<file path="src/sv/qbcl_pkg.sv">
// ----------------------------------------------------------------------------
// qbcl_pkg
// Shared constants and types of the quadtree box cell locator.
// ----------------------------------------------------------------------------
`default_nettype none

package qbcl_pkg;

	localparam int COORD_BITS = 16;
	localparam int MAX_LEVELS = 16;

	localparam int IN_W     = COORD_BITS + 1;
	localparam int SIZE_W   = 5;
	localparam int LVL_W    = $clog2(MAX_LEVELS + 1);
	localparam int MORTON_W = 2 * MAX_LEVELS;
	localparam int SHAMT_W  = LVL_W + 1;
	localparam int LANE_W   = (COORD_BITS > MAX_LEVELS) ? COORD_BITS : MAX_LEVELS;
	localparam int CODE_W   = 32;
	localparam int DATA_W   = 32;
	localparam int ADDR_W   = 4;

	typedef enum logic [1:0] {
		REG_ORIGIN_X   = 2'd0,
		REG_ORIGIN_Y   = 2'd1,
		REG_SIZE_BITS  = 2'd2,
		REG_TREE_DEPTH = 2'd3
	} reg_idx_t;

	// Settings seen by the datapath, already saturated.
	typedef struct packed {
		logic [COORD_BITS-1:0] origin_x;
		logic [COORD_BITS-1:0] origin_y;
		logic [COORD_BITS-1:0] span;
		logic [LVL_W-1:0]      depth;
		logic [SIZE_W-1:0]     shift;
	} cfg_t;

endpackage

`default_nettype wire

</file>
<file path="src/sv/qbcl_cfg_regs.sv">
// ----------------------------------------------------------------------------
// qbcl_cfg_regs
// APB register file; derives effective size, depth and shift for the datapath.
// ----------------------------------------------------------------------------
`default_nettype none

module qbcl_cfg_regs import qbcl_pkg::*; (
	input  wire logic              clk,
	input  wire logic              arst_n,
	input  wire logic              psel,
	input  wire logic              penable,
	input  wire logic              pwrite,
	input  wire logic [ADDR_W-1:0] paddr,
	input  wire logic [DATA_W-1:0] pwdata,
	output logic      [DATA_W-1:0] prdata,
	output logic                   pready,
	output cfg_t                   cfg
);

	logic [COORD_BITS-1:0] origin_x_q;
	logic [COORD_BITS-1:0] origin_y_q;
	logic [SIZE_W-1:0]     size_bits_q;
	logic [SIZE_W-1:0]     tree_depth_q;
	reg_idx_t              idx;
	logic                  wr_en;
	logic [SIZE_W-1:0]     sz_eff;
	logic [SIZE_W-1:0]     d_eff;
	logic [COORD_BITS:0]   pow;

	assign idx    = reg_idx_t'(paddr[3:2]);
	assign wr_en  = psel && penable && pwrite;
	assign pready = 1'b1;

	always_ff @(posedge clk or negedge arst_n) begin
		if (!arst_n) begin
			origin_x_q   <= '0;
			origin_y_q   <= '0;
			size_bits_q  <= SIZE_W'(16);
			tree_depth_q <= SIZE_W'(4);
		end else if (wr_en) begin
			case (idx)
				REG_ORIGIN_X:   origin_x_q   <= pwdata[COORD_BITS-1:0];
				REG_ORIGIN_Y:   origin_y_q   <= pwdata[COORD_BITS-1:0];
				REG_SIZE_BITS:  size_bits_q  <= pwdata[SIZE_W-1:0];
				REG_TREE_DEPTH: tree_depth_q <= pwdata[SIZE_W-1:0];
				default: ;
			endcase
		end
	end

	always_comb begin
		case (idx)
			REG_ORIGIN_X:   prdata = DATA_W'(origin_x_q);
			REG_ORIGIN_Y:   prdata = DATA_W'(origin_y_q);
			REG_SIZE_BITS:  prdata = DATA_W'(size_bits_q);
			REG_TREE_DEPTH: prdata = DATA_W'(tree_depth_q);
			default:        prdata = '0;
		endcase
	end

	// Saturate size to the coordinate width, depth to size and level count.
	always_comb begin
		sz_eff = (size_bits_q > SIZE_W'(COORD_BITS)) ? SIZE_W'(COORD_BITS) : size_bits_q;
		d_eff  = tree_depth_q;
		if (d_eff > sz_eff)
			d_eff = sz_eff;
		if (d_eff > SIZE_W'(MAX_LEVELS))
			d_eff = SIZE_W'(MAX_LEVELS);
		pow          = (COORD_BITS + 1)'(1) << sz_eff;
		cfg.origin_x = origin_x_q;
		cfg.origin_y = origin_y_q;
		cfg.span     = COORD_BITS'(pow - (COORD_BITS + 1)'(1));
		cfg.depth    = LVL_W'(d_eff);
		cfg.shift    = sz_eff - d_eff;
	end

endmodule

`default_nettype wire

</file>
<file path="src/sv/qbcl_pipe.sv">
// ----------------------------------------------------------------------------
// qbcl_pipe
// Four-stage datapath: range check, Morton interleave, prefix search, extract.
// ----------------------------------------------------------------------------
`default_nettype none

module qbcl_pipe import qbcl_pkg::*; (
	input  wire logic              clk,
	input  wire logic              arst_n,
	input  wire cfg_t              cfg,
	input  wire logic              in_valid,
	output logic                   in_stall,
	input  wire logic [IN_W-1:0]   left_x,
	input  wire logic [IN_W-1:0]   top_y,
	input  wire logic [IN_W-1:0]   right_x,
	input  wire logic [IN_W-1:0]   bottom_y,
	output logic                   out_valid,
	input  wire logic              out_stall,
	output logic                   outside,
	output logic [LVL_W-1:0]       shared_levels,
	output logic [CODE_W-1:0]      cell_code
);

	function automatic logic in_region(input logic [IN_W-1:0] v,
	                                   input logic [COORD_BITS-1:0] org,
	                                   input logic [COORD_BITS-1:0] span);
		logic [IN_W-1:0] lo;
		logic [IN_W-1:0] hi;
		lo = IN_W'(org);
		hi = IN_W'(org) + IN_W'(span);
		return (v >= lo) && (v <= hi);
	endfunction

	function automatic logic [MORTON_W-1:0] interleave(input logic [LANE_W-1:0] x,
	                                                   input logic [LANE_W-1:0] y);
		logic [MORTON_W-1:0] m;
		m = '0;
		for (int i = 0; i < MAX_LEVELS; i++) begin
			m[2*i+1] = x[i];
			m[2*i]   = y[i];
		end
		return m;
	endfunction

	logic v1_s1, v2_s2, v3_s3, v4_s4;
	logic rdy1, rdy2, rdy3, rdy4;

	// Each stage advances when empty or when the next one advances.
	assign rdy4     = !v4_s4 || !out_stall;
	assign rdy3     = !v3_s3 || rdy4;
	assign rdy2     = !v2_s2 || rdy3;
	assign rdy1     = !v1_s1 || rdy2;
	assign in_stall = !rdy1;

	always_ff @(posedge clk or negedge arst_n) begin
		if (!arst_n) begin
			v1_s1 <= 1'b0;
			v2_s2 <= 1'b0;
			v3_s3 <= 1'b0;
			v4_s4 <= 1'b0;
		end else begin
			if (rdy1) v1_s1 <= in_valid;
			if (rdy2) v2_s2 <= v1_s1;
			if (rdy3) v3_s3 <= v2_s2;
			if (rdy4) v4_s4 <= v3_s3;
		end
	end

	// Stage 1: region check and origin-relative coordinates.
	logic                  out_s1;
	logic [COORD_BITS-1:0] lx_s1, ty_s1, rx_s1, by_s1;
	logic [LVL_W-1:0]      depth_s1;
	logic [SIZE_W-1:0]     sh_s1;
	logic                  ok_c;

	assign ok_c = in_region(left_x,   cfg.origin_x, cfg.span) &&
	              in_region(top_y,    cfg.origin_y, cfg.span) &&
	              in_region(right_x,  cfg.origin_x, cfg.span) &&
	              in_region(bottom_y, cfg.origin_y, cfg.span);

	always_ff @(posedge clk) begin
		if (rdy1 && in_valid) begin
			out_s1   <= !ok_c;
			lx_s1    <= COORD_BITS'(left_x   - IN_W'(cfg.origin_x));
			ty_s1    <= COORD_BITS'(top_y    - IN_W'(cfg.origin_y));
			rx_s1    <= COORD_BITS'(right_x  - IN_W'(cfg.origin_x));
			by_s1    <= COORD_BITS'(bottom_y - IN_W'(cfg.origin_y));
			depth_s1 <= cfg.depth;
			sh_s1    <= cfg.shift;
		end
	end

	// Stage 2: drop to tree depth and interleave x above y.
	logic                out_s2;
	logic [MORTON_W-1:0] a_s2, b_s2;
	logic [LVL_W-1:0]    depth_s2;

	always_ff @(posedge clk) begin
		if (rdy2 && v1_s1) begin
			out_s2   <= out_s1;
			a_s2     <= interleave(LANE_W'(lx_s1) >> sh_s1, LANE_W'(ty_s1) >> sh_s1);
			b_s2     <= interleave(LANE_W'(rx_s1) >> sh_s1, LANE_W'(by_s1) >> sh_s1);
			depth_s2 <= depth_s1;
		end
	end

	// Stage 3: find the highest level where the corners part.
	logic                out_s3;
	logic [MORTON_W-1:0] a_s3;
	logic [LVL_W-1:0]    shared_s3;
	logic [SHAMT_W-1:0]  shamt_s3;
	logic [MORTON_W-1:0] diff_c;
	logic                found_c;
	logic [LVL_W-1:0]    grp_c;

	always_comb begin
		diff_c  = a_s2 ^ b_s2;
		found_c = 1'b0;
		grp_c   = '0;
		for (int i = 0; i < MAX_LEVELS; i++) begin
			if (diff_c[2*i+1] || diff_c[2*i]) begin
				found_c = 1'b1;
				grp_c   = LVL_W'(i);
			end
		end
	end

	always_ff @(posedge clk) begin
		if (rdy3 && v2_s2) begin
			out_s3    <= out_s2;
			a_s3      <= a_s2;
			shared_s3 <= found_c ? (depth_s2 - grp_c - LVL_W'(1)) : depth_s2;
			shamt_s3  <= found_c ? {grp_c + LVL_W'(1), 1'b0} : '0;
		end
	end

	// Stage 4: extract the shared prefix, zero everything for outside boxes.
	logic                out_s4;
	logic [LVL_W-1:0]    shared_s4;
	logic [CODE_W-1:0]   code_s4;

	always_ff @(posedge clk) begin
		if (rdy4 && v3_s3) begin
			out_s4    <= out_s3;
			shared_s4 <= out_s3 ? '0 : shared_s3;
			code_s4   <= out_s3 ? '0 : CODE_W'(a_s3 >> shamt_s3);
		end
	end

	assign out_valid     = v4_s4;
	assign outside       = out_s4;
	assign shared_levels = shared_s4;
	assign cell_code     = code_s4;

endmodule

`default_nettype wire

</file>
<file path="src/sv/quadtree_box_cell_locator.sv">
// ----------------------------------------------------------------------------
// quadtree_box_cell_locator
// Locates the deepest quadtree cell that holds a box, as level count and code.
// ----------------------------------------------------------------------------
// Usage:
//   Input channel (in_valid / in_stall) carries one box word: left_x, top_y,
//   right_x, bottom_y. A word is taken at a clock edge with in_valid high and
//   in_stall low. Output channel (out_valid / out_stall) carries outside,
//   shared_levels and cell_code, one result word per box, in order.
//   Each box passes the four register stages in order: range check, Morton
//   interleave, prefix search and prefix extract; out_valid rises when its
//   result word reaches the last stage. One box per cycle is sustained while
//   out_stall stays low.
//   When the receiver holds out_stall, the output word holds and the stages
//   behind it fill up; in_stall rises once all four stages hold a word, so
//   nothing is lost or repeated.
//   Reset clears all stage valid bits and loads the registers with origin 0,
//   size_bits 16, tree_depth 4. Write the APB registers only while the block
//   is empty; pready is always high.
// ----------------------------------------------------------------------------
`default_nettype none

module quadtree_box_cell_locator import qbcl_pkg::*; (
	input  wire logic              clk,
	input  wire logic              arst_n,
	input  wire logic              psel,
	input  wire logic              penable,
	input  wire logic              pwrite,
	input  wire logic [ADDR_W-1:0] paddr,
	input  wire logic [DATA_W-1:0] pwdata,
	output logic      [DATA_W-1:0] prdata,
	output logic                   pready,
	input  wire logic              in_valid,
	output logic                   in_stall,
	input  wire logic [IN_W-1:0]   left_x,
	input  wire logic [IN_W-1:0]   top_y,
	input  wire logic [IN_W-1:0]   right_x,
	input  wire logic [IN_W-1:0]   bottom_y,
	output logic                   out_valid,
	input  wire logic              out_stall,
	output logic                   outside,
	output logic [LVL_W-1:0]       shared_levels,
	output logic [CODE_W-1:0]      cell_code
);

	cfg_t cfg;

	qbcl_cfg_regs u_cfg (
		.clk     (clk),
		.arst_n  (arst_n),
		.psel    (psel),
		.penable (penable),
		.pwrite  (pwrite),
		.paddr   (paddr),
		.pwdata  (pwdata),
		.prdata  (prdata),
		.pready  (pready),
		.cfg     (cfg)
	);

	qbcl_pipe u_pipe (
		.clk           (clk),
		.arst_n        (arst_n),
		.cfg           (cfg),
		.in_valid      (in_valid),
		.in_stall      (in_stall),
		.left_x        (left_x),
		.top_y         (top_y),
		.right_x       (right_x),
		.bottom_y      (bottom_y),
		.out_valid     (out_valid),
		.out_stall     (out_stall),
		.outside       (outside),
		.shared_levels (shared_levels),
		.cell_code     (cell_code)
	);

endmodule

`default_nettype wire

</file>
<file path="config.mk">
export PLATFORM = sky130hd
export DESIGN_NAME = quadtree_box_cell_locator
export DESIGN_NICKNAME = d
export VERILOG_FILES = /design/src/sv/qbcl_pkg.sv /design/src/sv/qbcl_cfg_regs.sv /design/src/sv/qbcl_pipe.sv /design/src/sv/quadtree_box_cell_locator.sv
export SDC_FILE = /design/constraint.sdc
export NUM_CORES = 1
export LEC_CHECK = 0
export ABC_AREA = 1
export BUFFER_PORTS_ARGS = -buffer_cell sky130_fd_sc_hd__buf_2
export CAP_MARGIN = 20
export CORE_ASPECT_RATIO = 1.25
export CORE_MARGIN = 3
export CORE_UTILIZATION = 35
export CTS_CLUSTER_DIAMETER = 80
export DETAILED_ROUTE_END_ITERATION = 10
export REMOVE_ABC_BUFFERS = 1
export SLEW_MARGIN = 20
export SYNTH_ARGS = -nofsm -noshare
export SYNTH_HDL_FRONTEND = slang
export SYNTH_SLANG_ARGS = --single-unit
export TNS_END_PERCENT = 30
</file>
<file path="constraint.sdc">
create_clock -name clk -period 6.2 [get_ports clk]
set_input_delay 0.31 -clock clk [delete_from_list [all_inputs] [get_ports clk]]
set_output_delay 0.31 -clock clk [all_outputs]
set_load 0.02 [all_outputs]
</file>
==> impl_metrics.ini <==
[run_status]
status = finished, final reports clean

[cts]
clk_pin_slew_worst_paths_ps = 60
clkLatencyLatePin_ps = 540
cts_tree = yes
cts.path.max_buffers = 3
clock_sinks = 272
cts_setup_buffers = 0
htree_levels = 2
numCtsBuffers = 34
cts_root_buffer = clkbuf_16

[global_route]
globalRouteTotalUtil_pct = 19.5
first_global_vias = 17100
grt_max_degree = 76
grt_pass1_wl_um = 92000
grt_overflow_total = 0
antenna_found_initial = 0

[worst_setup_path]
path_class = reg2reg
worstSetupEndpointType = register
cp_max_fo = 11
worst_r2r_startpoint = u_cfg.size_bits_q[4]$_DFFE_PN1P_
crit_start = u_cfg.size_bits_q[4]$_DFFE_PN1P_
worstPathArrival_ps = 5740
worstPathRequired_ps = 6460
rr_worst_depth = 28
timing.rr.end = u_pipe.out_s1$_DFFE_PP_
critPathLaunchType = register
crit_path_end = u_pipe.out_s1$_DFFE_PP_
ff2ff_setup_slack_ps = 720
crit_slowest_cell = dfstp_2
crit_path_max_incr_delay_ps = 780
cp_common_cell = nor2_1

[route]
wire_per_inst_um = 17.2
route.met2.wl_um = 30200
postRouteAntennaNets = 0
num_vias = 17700
remaining_drc_errors = 0
highest_layer = met4
m1WireLength_um = 24000
totalWireLength_um = 59900
dr.pass1.iters = 5
met3_length_um = 2530
routed_via_density = 5.10
drt_iter0_markers = 1026

[timing]
tightest_slew_ps = 985
setup_violations = 0
finalClockSkew_ps = 20.8
hold_ws_ps = 56.3
slew_viol_final = 0
finalCritPeriodShare_pct = 88.5
setup_slack_ps = 716
rsz0062_at_grt = no
post-route-min-period_ps = 5480
timing.fmax_mhz = 182
finalSetupTns_ps = 0
timing_hold_violations_final = 0
relSlewSlack_pct = 34.2

[run]
cap_violations = 0

[yosys]
yosys.cell_types.count = 55
seq_area_frac_synth_pct = 39.4
netlist_area_um2 = 20200
synth_edf_count = 226
synth.largest_area_cell = edfxtp_1
yosys.area.top_type_share_pct = 33.6
synth_flop_cell = edfxtp_1
synthTopCellsByCount = 711 x nand2_1, 262 x inv_1, 226 x edfxtp_1
yosys_warnings = 0
ys_seq_elements = 272
synth_cells = 2587
synthTopCellsByArea = edfxtp_1 34%, nand2_1 13%, ha_1 10%
avgSynthCellArea_um2 = 7.80
synthArstFlopShare_pct = 16.9
yosysMostFrequentCell = nand2_1

[layout]
num_antenna_cells = 0
fin_area_um2 = 22700
utilization_pct = 40.1
seq_area_um2 = 7940
layout.cells.non_filler = 3477
multi_input_area_um2 = 10900
layout-drive-gt1-share_pct = 9.32
nets = 2991
syn_to_final_growth_pct = 12.5
nFillCells = 5900

[floorplanning]
initial_utilization_pct = 35.7
dieWidth_um = 221
row_count = 97
die-area_um2 = 60600
ios = 184
core-area_um2 = 56600
die_h_um = 274

[power]
leakage_nw = 10.3
power.density_nw_per_um2 = 454
vdd_drop_max_uv = 270
fin_total_pwr_mw = 10.3

[placement]
dp_slack_ps = 761
placed_cell_area_um2 = 21600
place_hpwl_um = 50000
gp_congestion = 0.982
dp.cells = 3415
numPortBuffers = 148

[min_path]
hold_class = in2reg
==> flip-flops by register name, summed over array words and instances (netlist names), 16 cells and up <==
register / flops
u_cfg.origin_x_q: 16
u_cfg.origin_y_q: 16
u_pipe.a_s2: 32
u_pipe.a_s3: 32
u_pipe.b_s2: 32
u_pipe.by_s1: 16
u_pipe.cell_code: 32
u_pipe.lx_s1: 16
u_pipe.rx_s1: 16
u_pipe.ty_s1: 16
==> layout make-up <==
type	instances	area share, %
Clock buffer	38	3.82
Clock inverter	22	0.794
Inverter	268	4.43
Multi-Input combinational cell	1966	47.9
Sequential cell	272	35.0
Tap cell	742	4.09
Timing Repair Buffer	169	3.98
==> cells in the final DEF, fill, tap and decap left out, types with 8 or more instances in the layout <==
master     netlist  layout
clkbuf_16        0      34
nand3b_1        11      11
xnor2_1         46      46
xor2_1          54      54
o22ai_1         12      12
edfxtp_1       226     226
conb_1           2      17
buf_4           17      19
buf_2            2     148
nor2_1         196     194
nor3_1          33      33
o21ai_1          9       9
o21bai_1         9       9
fa_1             8       8
mux2i_1         12      12
a31oi_1         14      14
ha_1           161     161
nand2_1        711     711
o211ai_1        11      11
dfrtp_1         44      44
o31ai_1         25      25
a21oi_1        149     148
o21ai_0        208     208
or2_2            9       9
nand4_1         34      34
inv_1          262     262
clkinv_1         4      10
nand3_1        175     175
==> worst min-delay path by stage <==
stage / start / to / slack (ps) / cells after the start
4_1_cts: out_stall / u_pipe.out_valid$_DFFE_PN0P_ / 20 / 3
3_3_place_gp: u_pipe.depth_s1[2]$_DFFE_PP_ / u_pipe.depth_s2[2]$_DFFE_PP_ / 410 / 0
3_5_place_dp: u_pipe.depth_s1[2]$_DFFE_PP_ / u_pipe.depth_s2[2]$_DFFE_PP_ / 410 / 0
2_1_floorplan: arst_n / u_cfg.origin_x_q[0]$_DFFE_PN0P_ / 10 / 0
5_1_grt: out_stall / u_pipe.out_valid$_DFFE_PN0P_ / 30 / 3
6_report: pwdata[14] / u_cfg.origin_y_q[14]$_DFFE_PN0P_ / 60 / 3
==> report_power, final <==
group / total [mW] / internal [mW] / switching [mW]
sequential: 2.92 / 2.63 / 0.296
combinational: 5.53 / 1.85 / 3.68
clock: 1.85 / 1.06 / 0.789
total: 10.3 / 5.54 / 4.76
==> kinds of logic (layout without fill, tap and decap cells) <==
group / after synthesis / count (layout) / synth area share (%)
buf+inv: 364 / 497 / 7.19
other cells: 2 / 17 / 0.0372
compound gates: 461 / 461 / 12.6
xor+xnor: 100 / 100 / 4.34
fa+ha+maj: 169 / 169 / 10.8
mux: 12 / 12 / 0.595
flops: 272 / 272 / 39.4
simple gates: 1207 / 1207 / 25.1
==> repair_timing <==
| item | 4_1_cts | 5_1_grt |
|---|---|---|
| resized for setup | 0 | 0 |
| hold buffers | 2 | 0 |
| endpoints found under the hold margin | 45 | 0 |
==> metal layers <==
metal	GRT usage (%)	up-vias
met5	0	-
met4	9.33	0
met3	2.57	141
met2	35.6	485
met1	22.2	8138
li1	-	8959
==> critical path, delay by kind of cell (launching register included) <==
| kind | cells | cell delay (ps) |
|---|---|---|
| AOI/OAI and AO/OA | 3 | 560 |
| adders and majority gates | 2 | 450 |
| buffers and inverters | 5 | 630 |
| DFF | 1 | 780 |
| and+or+nand+nor | 18 | 2750 |
Power figures use the tool's default switching activity.
